==> config.mk <==
export PLATFORM = sky130hd
export DESIGN_NAME = ryuv_queue
export DESIGN_NICKNAME = d
export VERILOG_FILES = /design/src/ryuv_pkg.sv /design/src/ryuv_queue.sv
export SDC_FILE = /design/constraint.sdc
export NUM_CORES = 1
export LEC_CHECK = 0
export BUFFER_PORTS_ARGS = -buffer_cell sky130_fd_sc_hd__buf_2
export CORE_MARGIN = 4
export CORE_UTILIZATION = 57
export CTS_CLUSTER_DIAMETER = 100
export DETAILED_ROUTE_END_ITERATION = 10
export PLACE_DENSITY = 0.81
export SYNTH_ARGS = -nofsm -noshare
export SYNTH_HDL_FRONTEND = slang
export SYNTH_SLANG_ARGS = --single-unit
export TNS_END_PERCENT = 5
==> constraint.sdc <==
create_clock -name i_clk -period 3.1 [get_ports i_clk]
set_clock_uncertainty 0.2 [all_clocks]
set_input_delay 0.31 -clock i_clk [delete_from_list [all_inputs] [get_ports i_clk]]
set_output_delay 0.31 -clock i_clk [all_outputs]
set_load 0.01 [all_outputs]
==> src/ryuv_pkg.sv <==
package ryuv_pkg;

    localparam int FRAME_MAX_W = 4096;
    localparam int FRAME_MAX_H = 4096;
    localparam int LINE_DEPTH  = FRAME_MAX_W / 2;
    localparam int LINE_AW     = $clog2(LINE_DEPTH);
    localparam int COL_W       = $clog2(FRAME_MAX_W);
    localparam int ROW_W       = $clog2(FRAME_MAX_H);
    localparam int SIZE_W      = 13;
    localparam int QDEPTH      = 4;
    localparam int QAW         = $clog2(QDEPTH);

    localparam logic [SIZE_W-1:0] MAX_W_EVEN = SIZE_W'(FRAME_MAX_W & ~1);
    localparam logic [SIZE_W-1:0] MAX_H_EVEN = SIZE_W'(FRAME_MAX_H & ~1);

    localparam logic [2:0] FMT_RGB888   = 3'd0;
    localparam logic [2:0] FMT_BGR888   = 3'd1;
    localparam logic [2:0] FMT_RGBA8888 = 3'd2;
    localparam logic [2:0] FMT_BGRA8888 = 3'd3;
    localparam logic [2:0] FMT_GRAY8    = 3'd4;

    localparam logic [1:0] REG_FORMAT = 2'd0;
    localparam logic [1:0] REG_LEVEL  = 2'd1;
    localparam logic [1:0] REG_WIDTH  = 2'd2;
    localparam logic [1:0] REG_HEIGHT = 2'd3;

    localparam logic [SIZE_W-1:0] WIDTH_RST  = 13'd640;
    localparam logic [SIZE_W-1:0] HEIGHT_RST = 13'd480;

    // q0.16 coefficients
    localparam logic [15:0] K_Y_R   = 16'd19595;
    localparam logic [15:0] K_Y_G   = 16'd38470;
    localparam logic [15:0] K_Y_B   = 16'd7471;
    localparam logic [15:0] K_CB_R  = 16'd11076;
    localparam logic [15:0] K_CB_G  = 16'd21692;
    localparam logic [15:0] K_HALF  = 16'd32768;
    localparam logic [15:0] K_CR_G  = 16'd27460;
    localparam logic [15:0] K_CR_B  = 16'd5308;
    localparam logic [15:0] K_Y_STU = 16'd56284;
    localparam logic [15:0] K_C_STU = 16'd57569;

    localparam logic [7:0] CHROMA_MID = 8'd128;

    typedef struct packed {
        logic [2:0]        format;
        logic              level;
        logic [SIZE_W-1:0] width;
        logic [SIZE_W-1:0] height;
    } t_cfg;

    typedef struct packed {
        logic [7:0] r;
        logic [7:0] g;
        logic [7:0] b;
        logic       gray;
        logic       level;
        logic       cvalid;
        logic       eor;
        logic       eof;
        logic [9:0] rs;
        logic [9:0] gs;
        logic [9:0] bs;
    } t_item;

endpackage

==> src/ryuv_queue.sv <==
module ryuv_queue
    import ryuv_pkg::*;
(
    input  logic  i_clk,
    input  logic  i_rst_n,
    input  logic  i_push,
    input  t_item i_item,
    output logic  o_full,
    input  logic  i_pop,
    output t_item o_item,
    output logic  o_empty
);

    t_item          r_mem [QDEPTH];
    logic [QAW-1:0] r_wr, n_wr;
    logic [QAW-1:0] r_rd, n_rd;
    logic [QAW:0]   r_cnt, n_cnt;

    always_comb begin
        n_wr  = i_push ? QAW'(r_wr + QAW'(1)) : r_wr;
        n_rd  = i_pop  ? QAW'(r_rd + QAW'(1)) : r_rd;
        n_cnt = r_cnt + (QAW+1)'(i_push) - (QAW+1)'(i_pop);
    end

    always_ff @(posedge i_clk) begin
        if (!i_rst_n) begin
            r_wr  <= '0;
            r_rd  <= '0;
            r_cnt <= '0;
        end else begin
            r_wr  <= n_wr;
            r_rd  <= n_rd;
            r_cnt <= n_cnt;
        end
    end

    always_ff @(posedge i_clk) begin
        if (i_push) begin
            r_mem[r_wr] <= i_item;
        end
    end

    assign o_full  = (r_cnt == (QAW+1)'(QDEPTH));
    assign o_empty = (r_cnt == '0);
    assign o_item  = r_mem[r_rd];

    a_no_overflow: assert property (@(posedge i_clk) disable iff (!i_rst_n)
        !(i_push && o_full))
        else $error("push into full queue");

    a_no_underflow: assert property (@(posedge i_clk) disable iff (!i_rst_n)
        !(i_pop && o_empty))
        else $error("pop from empty queue");

    a_count_range: assert property (@(posedge i_clk) disable iff (!i_rst_n)
        r_cnt <= (QAW+1)'(QDEPTH))
        else $error("queue count out of range");

endmodule

==> flow_summary_export.csv <==
group,metric,value,unit
outcome,outcome,"finished clean",
die,fp-row-count,45,
detailed_routing,wirelength,16.3,mm
flow_run,drv_cap,0,
synthesis,synth_cell_type_count,21,
place,gp_congestion,0.696,
synthesis,syn_area,8970,µm²
synthesis,synth-warning-count,0,
critical_path,cp_max_fo,17,
critical_path,r2r-start,"r_cnt[0]",
critical_path,end_kind,"primary output",
place,port_buffers,123,
final_layout,nFillCells,902,
synthesis,syn_inst,352,
sta,worst_pin_slew,0.930,ns
detailed_routing,post_drt_wl_per_cell,20.9,µm
sta,period_minus_slack,2.59,ns
global_routing,overflow,0,
cts,cts.sinks,245,
min_path,hp-start,"r_rd[1]",
detailed_routing,drc_errors,0,
global_routing,grt_max_degree,60,
cts,cts_resized,0,
place,dp_cells,676,
global_routing,grt_util_all_layers,18.7,%
die,die_w,133,µm
final_layout,fin_cells,780,
cts,path_clk_slew,0.06,ns
cts,cts_buffers,24,
critical_path,rr_worst_depth,7,
cts,insertion_delay,0.50,ns
detailed_routing,vias,4285,
die,initial_core_util,58.6,%
critical_path,critical_path_required,2.59,ns
die,coreArea,15300,µm²
power_and_ir_drop,pwr-share-clk,35.8,%
min_path,hold_path.class,"reg2reg",
sta,fmax,0.386,GHz
power_and_ir_drop,p_leak,3.83,nW
detailed_routing,viasPerCell,5.49,
cts,post_cts_buffers,0,
critical_path,r2r-end,"r_cnt[2]",
critical_path,critical_path.max_stage_delay,0.58,ns
place,dpl_cell_area,9800,µm²
critical_path,critPathSlowestCell,"mux4_2",
detailed_routing,ant_nets,0,
cts,ctsHoldBuffers,62,
sta,hold_viol_final,0,
final_layout,antennaDiodeCount,0,
min_path,worstHoldPathCells,2,
detailed_routing,drt_iter0_drc,271,
power_and_ir_drop,p_sw,0.00154,W
final_layout,stdcell_area,11100,µm²
cts,cts_tree,"built",
place,dp_hpwl,8.80,mm
cts,cts_buffer_depth,3,
synthesis,syn-num-nets,422,
power_and_ir_drop,pwr-share-seq,53.6,%
final_layout,finalNetCount,623,
global_routing,grt_pass1_vias,4678,
critical_path,worstPathArrival,2.08,ns
power_and_ir_drop,power_frac_comb,10.6,%
power_and_ir_drop,swShare,21.3,%
critical_path,path_class,"reg2out",
power_and_ir_drop,ir_drop,0.488,mV
sta,finalCritPeriodShare,83.5,%
sta,tns,0,ns
final_layout,final_layout_size_suffix_gt1_share,39.4,%
synthesis,avgSynthCellArea,25.5,µm²
sta,relSlewSlack,38.0,%
power_and_ir_drop,p_int,0.00567,W
die,pin_count,124,
synthesis,synth-seq-cells,245,
sta,report.final.slew_viol_count,0,
sta,setup_violations,0,
cts,htreeDepth,1,
die,die-area,17800,µm²
synthesis,ys_seq_area_share,81.0,%
global_routing,grt_first_pass_wirelength,25.8,mm
cts,root_buffer,"clkbuf_16",
global_routing,antenna_found_initial,0,
sta,rsz0062_at_grt,"no",
critical_path,r2r_slack,1.06,ns
detailed_routing,first_pass_iters,5,
power_and_ir_drop,powerDensity,648,nW/µm²
critical_path,crit_chain,"buf_4 > mux4_2 > buf_2",
critical_path,critPathLaunchType,"flop",
final_layout,syn_to_final_growth,24.0,%
die,fp.dieH,133,µm
-- metal layers --
layer,share of wire (%),vias up,global-route usage [%]
li1,-,1893,-
met1,40,2219,25.4
met2,52,151,32.4
met3,6.4,22,3.74
met4,1.4,0,3.71
met5,0,-,0
-- sequential cells by signal (all words and copies together), names as in the netlist, named ones only --
register	count
r_rd	2
r_mem	236
r_cnt	3
r_wr	2
-- cell usage in the layout, fill, tap and decap left out, drive strengths merged --
| cell type | instances |
|---|---|
| nand3b | 1 |
| a21oi | 1 |
| clkbuf | 35 |
| ha | 6 |
| xnor2 | 2 |
| and2 | 6 |
| dfxtp | 9 |
| nor2 | 5 |
| nor3 | 1 |
| edfxtp | 236 |
| mux2i | 1 |
| clkinv | 7 |
| and3 | 1 |
| fa | 1 |
| buf | 127 |
| dlygate4sd3 | 62 |
| xor3 | 1 |
| inv | 7 |
| a21bo | 1 |
| mux4 | 59 |
-- how the worst max path moves through the flow --
stage	slack [ns]	to
after floorplan	0.54	r_mem[2][0]
after global placement	1.03	o_item[27]
after detailed placement	1.00	o_item[23]
after CTS	0.46	o_item[23]
after global routing	0.39	o_item[20]
final	0.51	o_item[20]
-- synth_stat cells --
cell type / n / area share (%)
edfxtp_1: 236 / 79
mux4_2: 59 / 15
dfxtp_1: 9 / 2.0
inv_1: 7 / 0.29
and2_1: 6 / 0.42
ha_1: 6 / 0.84
nor2_1: 5 / 0.21
buf_4: 4 / 0.33
clkbuf_1: 4 / 0.17
buf_2: 3 / 0.17
buf_12: 2 / 0.45
xnor2_1: 2 / 0.20
a21bo_2: 1 / 0.11
a21oi_1: 1 / 0.056
and3_1: 1 / 0.070
buf_6: 1 / 0.13
fa_1: 1 / 0.22
mux2i_1: 1 / 0.11
nand3b_1: 1 / 0.084
nor3_1: 1 / 0.056
xor3_1: 1 / 0.26
-- critical path: cells and delay by family, from the launching register on --
kind / cells / cell delay (ns)
buffers and inverters: 2 / 0.53
flip-flops: 1 / 0.46
multiplexers: 1 / 0.58
-- kinds of logic after synthesis --
logic type / share of synthesized area [%]
multiplexers: 14.9
flip-flops: 81.0
AO/OA/AOI/OAI: 0.167
AND/OR/NAND/NOR: 0.837
adder cells (fa/ha/maj): 1.06
buffers and inverters: 1.53
XOR/XNOR: 0.460
-- per-stage QoR --
| step | utilization [%] | hold WS, ns | total power, W | worst slack (ns) |
|---|---|---|---|---|
| after floorplan | - | 0.209 | 0.00436 | 0.541 |
| after global placement | 64.0 | 0.305 | 0.00460 | 1.03 |
| after detailed placement | 64.0 | 0.317 | 0.00463 | 1.00 |
| after CTS | 72.6 | 0.325 | 0.00728 | 0.463 |
| after global routing | 72.6 | 0.337 | 0.00749 | 0.392 |
| final | 72.6 | 0.329 | 0.00720 | 0.511 |
-- power groups by stage --
stage               clock network [W]  registers, W  logic [W]
global placement                    0       0.00392   0.000683
CTS                           0.00264       0.00386   0.000772
global route                  0.00280       0.00387   0.000824
finish                        0.00258       0.00386   0.000762
floorplan                           0       0.00391   0.000446
detailed placement                  0       0.00393   0.000704
-- area by class of cell --
cell class	instances	area [µm²]	area share, %
Multi-Input combinational cell	86	1580	14.2
Tap cell	211	264	2.37
Sequential cell	245	7270	65.4
Inverter	7	26.3	0.236
Timing Repair Buffer	189	1280	11.5
Clock buffer	35	662	5.95
Clock inverter	7	43.8	0.394
Power figures use the tool's default switching activity.
