<file path="config.mk">
export PLATFORM = sky130hd
export DESIGN_NAME = ryuv_back
export DESIGN_NICKNAME = d
export VERILOG_FILES = /design/src/ryuv_pkg.sv /design/src/ryuv_back.sv
export SDC_FILE = /design/constraint.sdc
export NUM_CORES = 2
export LEC_CHECK = 0
export ABC_AREA = 1
export BUFFER_PORTS_ARGS = -buffer_cell sky130_fd_sc_hd__buf_4
export CORE_ASPECT_RATIO = 1.25
export CORE_MARGIN = 2
export CORE_UTILIZATION = 50
export DETAILED_ROUTE_END_ITERATION = 10
export PLACE_DENSITY = 0.63
export SETUP_SLACK_MARGIN = 0.2
export SKIP_CTS_REPAIR_TIMING = 1
export SYNTH_ARGS = -nofsm -noshare
export SYNTH_HDL_FRONTEND = slang
export SYNTH_SLANG_ARGS = --single-unit
export TNS_END_PERCENT = 50
</file>
<file path="constraint.sdc">
create_clock -name i_clk -period 27.2 [get_ports i_clk]
set_clock_uncertainty 0.1 [all_clocks]
set_input_delay 4.08 -clock i_clk [delete_from_list [all_inputs] [get_ports i_clk]]
set_output_delay 4.08 -clock i_clk [all_outputs]
set_load 0.005 [all_outputs]
</file>
<file path="src/ryuv_pkg.sv">
package ryuv_pkg;

    localparam int FRAME_MAX_W = 4096;
    localparam int FRAME_MAX_H = 4096;
    localparam int LINE_DEPTH  = FRAME_MAX_W / 2;
    localparam int LINE_AW     = $clog2(LINE_DEPTH);
    localparam int COL_W       = $clog2(FRAME_MAX_W);
    localparam int ROW_W       = $clog2(FRAME_MAX_H);
    localparam int SIZE_W      = 13;
    localparam int QDEPTH      = 4;
    localparam int QAW         = $clog2(QDEPTH);

    localparam logic [SIZE_W-1:0] MAX_W_EVEN = SIZE_W'(FRAME_MAX_W & ~1);
    localparam logic [SIZE_W-1:0] MAX_H_EVEN = SIZE_W'(FRAME_MAX_H & ~1);

    localparam logic [2:0] FMT_RGB888   = 3'd0;
    localparam logic [2:0] FMT_BGR888   = 3'd1;
    localparam logic [2:0] FMT_RGBA8888 = 3'd2;
    localparam logic [2:0] FMT_BGRA8888 = 3'd3;
    localparam logic [2:0] FMT_GRAY8    = 3'd4;

    localparam logic [1:0] REG_FORMAT = 2'd0;
    localparam logic [1:0] REG_LEVEL  = 2'd1;
    localparam logic [1:0] REG_WIDTH  = 2'd2;
    localparam logic [1:0] REG_HEIGHT = 2'd3;

    localparam logic [SIZE_W-1:0] WIDTH_RST  = 13'd640;
    localparam logic [SIZE_W-1:0] HEIGHT_RST = 13'd480;

    // q0.16 coefficients
    localparam logic [15:0] K_Y_R   = 16'd19595;
    localparam logic [15:0] K_Y_G   = 16'd38470;
    localparam logic [15:0] K_Y_B   = 16'd7471;
    localparam logic [15:0] K_CB_R  = 16'd11076;
    localparam logic [15:0] K_CB_G  = 16'd21692;
    localparam logic [15:0] K_HALF  = 16'd32768;
    localparam logic [15:0] K_CR_G  = 16'd27460;
    localparam logic [15:0] K_CR_B  = 16'd5308;
    localparam logic [15:0] K_Y_STU = 16'd56284;
    localparam logic [15:0] K_C_STU = 16'd57569;

    localparam logic [7:0] CHROMA_MID = 8'd128;

    typedef struct packed {
        logic [2:0]        format;
        logic              level;
        logic [SIZE_W-1:0] width;
        logic [SIZE_W-1:0] height;
    } t_cfg;

    typedef struct packed {
        logic [7:0] r;
        logic [7:0] g;
        logic [7:0] b;
        logic       gray;
        logic       level;
        logic       cvalid;
        logic       eor;
        logic       eof;
        logic [9:0] rs;
        logic [9:0] gs;
        logic [9:0] bs;
    } t_item;

endpackage

</file>
<file path="src/ryuv_back.sv">
module ryuv_back
    import ryuv_pkg::*;
(
    input  logic       i_clk,
    input  logic       i_rst_n,
    input  t_item      i_item,
    input  logic       i_empty,
    output logic       o_pop,
    output logic       o_valid,
    input  logic       i_stall,
    output logic [7:0] o_luma,
    output logic       o_chroma_valid,
    output logic [7:0] o_blue_diff,
    output logic [7:0] o_red_diff,
    output logic       o_end_of_row,
    output logic       o_end_of_frame
);

    typedef struct packed {
        logic [7:0] r;
        logic       gray;
        logic       level;
        logic       cvalid;
        logic       eor;
        logic       eof;
    } t_ctl;

    function automatic logic [7:0] sat8(input logic [12:0] v);
        return (v > 13'd255) ? 8'd255 : v[7:0];
    endfunction

    function automatic logic [7:0] chroma_full(input logic signed [27:0] t);
        logic signed [28:0] tot;
        tot = 29'(t) + 29'sd33554432 + 29'sd131072;
        if (tot < 0) return 8'd0;
        return sat8({2'b00, tot[28:18]});
    endfunction

    function automatic logic [7:0] chroma_studio(input logic signed [45:0] tm);
        logic signed [46:0] tot;
        tot = 47'(tm) + (47'sd1 <<< 41) + (47'sd1 <<< 33);
        if (tot < 0) return 8'd0;
        return sat8(tot[46:34]);
    endfunction

    logic en;

    // stage a: products
    logic        r_a_valid;
    t_ctl        r_a_ctl;
    logic [23:0] r_yr, r_yg, r_yb;
    logic [25:0] r_cb_r, r_cb_g, r_cb_b, r_cr_r, r_cr_g, r_cr_b;

    // stage b: sums
    logic               r_b_valid;
    t_ctl               r_b_ctl;
    logic [23:0]        r_yq;
    logic signed [27:0] r_tb, r_tr;

    // stage c: studio scaling
    logic               r_c_valid;
    t_ctl               r_c_ctl;
    logic [23:0]        r_c_yq;
    logic signed [27:0] r_c_tb, r_c_tr;
    logic [39:0]        r_yqm;
    logic signed [45:0] r_tbm, r_trm;

    // output register
    logic       r_o_valid;
    logic [7:0] r_luma, r_cb, r_cr;
    logic       r_cv, r_eor, r_eof;

    logic [7:0]  n_luma, n_cb, n_cr;
    logic [24:0] y_full;
    logic [41:0] y_stu;
    t_ctl        in_ctl;

    assign en    = !(r_o_valid && i_stall);
    assign o_pop = en && !i_empty;

    always_comb begin
        in_ctl.r      = i_item.r;
        in_ctl.gray   = i_item.gray;
        in_ctl.level  = i_item.level;
        in_ctl.cvalid = i_item.cvalid;
        in_ctl.eor    = i_item.eor;
        in_ctl.eof    = i_item.eof;
    end

    always_ff @(posedge i_clk) begin
        if (!i_rst_n) begin
            r_a_valid <= 1'b0;
            r_b_valid <= 1'b0;
            r_c_valid <= 1'b0;
            r_o_valid <= 1'b0;
        end else if (en) begin
            r_a_valid <= !i_empty;
            r_b_valid <= r_a_valid;
            r_c_valid <= r_b_valid;
            r_o_valid <= r_c_valid;
        end
    end

    always_ff @(posedge i_clk) begin
        if (en) begin
            r_a_ctl <= in_ctl;
            r_yr    <= 24'(K_Y_R) * 24'(i_item.r);
            r_yg    <= 24'(K_Y_G) * 24'(i_item.g);
            r_yb    <= 24'(K_Y_B) * 24'(i_item.b);
            r_cb_r  <= 26'(K_CB_R) * 26'(i_item.rs);
            r_cb_g  <= 26'(K_CB_G) * 26'(i_item.gs);
            r_cb_b  <= 26'(K_HALF) * 26'(i_item.bs);
            r_cr_r  <= 26'(K_HALF) * 26'(i_item.rs);
            r_cr_g  <= 26'(K_CR_G) * 26'(i_item.gs);
            r_cr_b  <= 26'(K_CR_B) * 26'(i_item.bs);

            r_b_ctl <= r_a_ctl;
            r_yq    <= r_yr + r_yg + r_yb;
            r_tb    <= signed'(28'(r_cb_b)) - signed'(28'(r_cb_r)) - signed'(28'(r_cb_g));
            r_tr    <= signed'(28'(r_cr_r)) - signed'(28'(r_cr_g)) - signed'(28'(r_cr_b));

            r_c_ctl <= r_b_ctl;
            r_c_yq  <= r_yq;
            r_c_tb  <= r_tb;
            r_c_tr  <= r_tr;
            r_yqm   <= 40'(r_yq) * 40'(K_Y_STU);
            r_tbm   <= 46'(r_tb) * signed'(46'(K_C_STU));
            r_trm   <= 46'(r_tr) * signed'(46'(K_C_STU));

            r_luma  <= n_luma;
            r_cb    <= n_cb;
            r_cr    <= n_cr;
            r_cv    <= r_c_ctl.cvalid;
            r_eor   <= r_c_ctl.eor;
            r_eof   <= r_c_ctl.eof;
        end
    end

    always_comb begin
        y_full = 25'(r_c_yq) + 25'd32768;
        y_stu  = 42'(r_yqm) + (42'd16 << 32) + (42'd1 << 31);
        if (r_c_ctl.gray) begin
            n_luma = r_c_ctl.r;
        end else if (r_c_ctl.level) begin
            n_luma = sat8({3'b000, y_stu[41:32]});
        end else begin
            n_luma = sat8({4'b0000, y_full[24:16]});
        end

        if (!r_c_ctl.cvalid) begin
            n_cb = 8'd0;
            n_cr = 8'd0;
        end else if (r_c_ctl.gray) begin
            n_cb = CHROMA_MID;
            n_cr = CHROMA_MID;
        end else if (r_c_ctl.level) begin
            n_cb = chroma_studio(r_tbm);
            n_cr = chroma_studio(r_trm);
        end else begin
            n_cb = chroma_full(r_c_tb);
            n_cr = chroma_full(r_c_tr);
        end
    end

    assign o_valid        = r_o_valid;
    assign o_luma         = r_luma;
    assign o_chroma_valid = r_cv;
    assign o_blue_diff    = r_cb;
    assign o_red_diff     = r_cr;
    assign o_end_of_row   = r_eor;
    assign o_end_of_frame = r_eof;

    a_chroma_zero: assert property (@(posedge i_clk) disable iff (!i_rst_n)
        (r_o_valid && !r_cv) |-> (r_cb == 8'd0 && r_cr == 8'd0))
        else $error("chroma set without a closed block");

    a_frame_ends_row: assert property (@(posedge i_clk) disable iff (!i_rst_n)
        (r_o_valid && r_eof) |-> r_eor)
        else $error("end of frame without end of row");

endmodule

</file>
==> flow_metrics.env <==
export IMPL_status="finished, final reports clean"
export IMPL_drt_wirelength_per_cell_um=15.59
export IMPL_routed_wl_um=124800
export IMPL_grt_start_max_net_pins=171
export IMPL_finalSetupViolCount=0
export IMPL_path_delay_family="simple AND/OR/NAND/NOR gates"
export IMPL_fp_dieH_um=379.7
export IMPL_crit_arrival_ps=5480
export IMPL_pin_count=92
export IMPL_max_stage_delay_ps=680
export IMPL_path_clk_slew_ps=60
export IMPL_setup_tns_ps=0
export IMPL_layout_drive_gt1_share_pct=3.407
export IMPL_fmax_ghz=0.1035
export IMPL_dp_slack_ps=17480
export IMPL_ys_ff_latch=373
export IMPL_crit_fanout=70
export IMPL_fin_crit_ps=9663
export IMPL_cts_sinks=373
export IMPL_hold_path_class="flip-flop to flip-flop"
export IMPL_syn_avg_cell_area_sq_um=8.854
export IMPL_via_per_inst=5.063
export IMPL_max_slew_margin_pct=32.82
export IMPL_num_fill_cells=10490
export IMPL_worst_slew_pin_transition_ps=1008
export IMPL_fin_ws_ps=17540
export IMPL_drtAntennaViolNets=0
export IMPL_path_buf_inv=3
export IMPL_slew_viol_final=0
export IMPL_clockBufferDepth=3
export IMPL_core_sq_mm=0.1118
export IMPL_seq_area_frac_synth_pct=19.77
export IMPL_cp_common_cell="buf_4"
export IMPL_place_gp_congestion=0.9313
export IMPL_synth_cell_area_sq_mm=0.05645
export IMPL_rows=137
export IMPL_firstDrtPassIters=5
export IMPL_syn_to_final_growth_pct=7.292
export IMPL_cts_tree="built"
export IMPL_yosysWarnings=0
export IMPL_clock_latency_ps=630
export IMPL_start_util_pct=50.51
export IMPL_yosysTopAreaCellShare_pct=23.47
export IMPL_crit_required_ps=23020
export IMPL_r2r_worst_path_cells=19
export IMPL_layout_commonest_cell="inv_1"
export IMPL_grt_pass1_wl_um=210400
export IMPL_synth_xor_xnor_area_share_pct=4.670
export IMPL_slowest_stage="nand2_4"
export IMPL_path_depth=5
export IMPL_syn_nets=8109
export IMPL_synthAdderAreaFrac_pct=45.14
export IMPL_yosysTopAreaCell="ha_1"
export IMPL_maxCapViolCount=0
export IMPL_synthesis_instances=6376
export IMPL_grt_overflow_total=0
export IMPL_crit_end="o_pop"
export IMPL_cp_cell_sequence="buf_4 > nand2_4 > inv_1 > nor2_1 > buf_4"
export IMPL_cp_end_kind="primary output"
export IMPL_yosys_area_share_simple_pct=12.84
export IMPL_first_iter_violations=1776
export IMPL_finalCritPeriodShare_pct=35.53
export IMPL_path_class="primary input to primary output"
export IMPL_worstReg2RegEnd="r_yqm[32]"
export IMPL_first_global_vias=42570
export IMPL_drc=0
export IMPL_synth_mux_area_share_pct=0
export IMPL_num_vias=40540
export IMPL_hpwl_um=108000
export IMPL_hold_depth=0
export IMPL_cp_start_kind="primary input"
export IMPL_synth_distinct_cells=54
export IMPL_hold_violations=0
export IMPL_die_w_um=304.5
export IMPL_cts_max_level=2
export IMPL_port_buffers=91
export IMPL_grtUsageTotal_pct=22.21
export IMPL_dieArea_sq_mm=0.1156
export IMPL_rrSetupSlack_ps=21460
export IMPL_cts_buffers=44
export IMPL_synth_top_family_by_area="adder cells"
export IMPL_ys_top_cells_by_area="ha_1 (23%), fa_1 (22%), edfxtp_1 (20%)"
export IMPL_final_seq_area_sq_mm=0.01116
export IMPL_final_cell_mix="inv_1 (1,616), ha_1 (1,059), nand2_1 (938)"
export IMPL_cts_root_buffer="clkbuf_16"
export IMPL_setup_worst_path_start="i_stall"
export IMPL_r2r_start="r_yq[10]"
export IMPL_multi_input_area_sq_mm=0.03918
export IMPL_antenna_found_initial=0
export IMPL_final_nets=8245
export IMPL_synth_compound_area_share_pct=6.742
export IMPL_rsz0062_at_grt="false"
-- how the worst min path moves through the flow --
stage / startpoint / endpoint
after floorplan: r_c_ctl[0] / o_end_of_frame
after global placement: r_b_ctl[0] / r_c_ctl[0]
after CTS: r_b_ctl[8] / r_c_ctl[8]
final: r_c_ctl[0] / o_end_of_frame
after global routing: r_a_ctl[7] / r_b_ctl[7]
after detailed placement: r_a_ctl[7] / r_b_ctl[7]
-- sequential cells by signal, indices dropped and copies added (netlist names), 22 cells and up --
name / cells
r_cb_g: 22
r_tb: 25
r_cr_g: 23
r_yr: 22
r_tr: 25
r_yg: 23
r_yq: 24
-- cells by family after synthesis --
logic type               after synthesis
XOR/XNOR                             301
AO/OA/AOI/OAI                        684
AND/OR/NAND/NOR                     1721
buffers and inverters               1627
flip-flops                           373
adder cells (fa/ha/maj)             1670
-- cells in the mapped netlist (all sizes together) --
library cell     n
inv           1618
ha            1059
nand2          945
fa             611
edfxtp         369
nor2           369
a21oi          349
nand3          244
xor2           213
o21ai          193
xnor2           88
nand4           67
nor3            60
a21o            36
o21bai          31
a31oi           23
nor4            18
a21boi          12
o211ai          11
o31ai           10
a211oi           6
buf              5
nand3b           5
o21a             5
or2              5
dfxtp            4
and2             3
clkbuf           3
a221oi           2
a31o             2
and3             2
nor3b            2
o2111ai          2
a211o            1
clkinv           1
o211a            1
or3              1
-- per-stage QoR --
stage | area [sq um] | instances | hold WS, ps | utilization, %
after global placement | 58990 | 7925 | 300.1 | 52.79
after CTS | 60570 | 8005 | 319.8 | 54.19
final | 60570 | 8006 | 317.6 | 54.19
after global routing | 60570 | 8005 | 322.8 | 54.19
after floorplan | 56450 | 6376 | 300.3 | -
after detailed placement | 58990 | 7925 | 304.5 | 52.79
-- area by class of cell --
class	instances	share of cell area, %
diodes	1	0.004131
clock buffers	47	1.836
clock inverters	33	0.7602
inverters	1619	10.03
multi-input cells	4376	64.69
flip-flops and latches	373	18.43
well taps	1459	3.014
repair buffers	98	1.235
-- worst reg2reg max path, cell delays in order (launching register included) --
cell	delay [ps]
edfxtp_1	640
fa_1	630
inv_1	50
fa_1	500
inv_1	50
fa_1	460
fa_1	520
fa_1	570
inv_1	60
fa_1	500
inv_1	40
ha_1	310
a21oi_1	200
o21ai_0	170
a21oi_1	160
nor2_1	60
nor3_1	230
nand2_1	90
nand2_1	70
nand2_1	60
-- routing by layer --
| layer | part of all wire (%) | wire, um | GRT usage [%] |
|---|---|---|---|
| met1 | 46 | 57430 | 28.83 |
| met2 | 49 | 61610 | 40.04 |
| met3 | 2.2 | 2746 | 1.712 |
| met4 | 2.4 | 3052 | 5.455 |
| met5 | 0 | 0 | 0 |
Power is not shown: default switching activity piles up to over one toggle a cycle in this logic, so the estimate is an artifact.
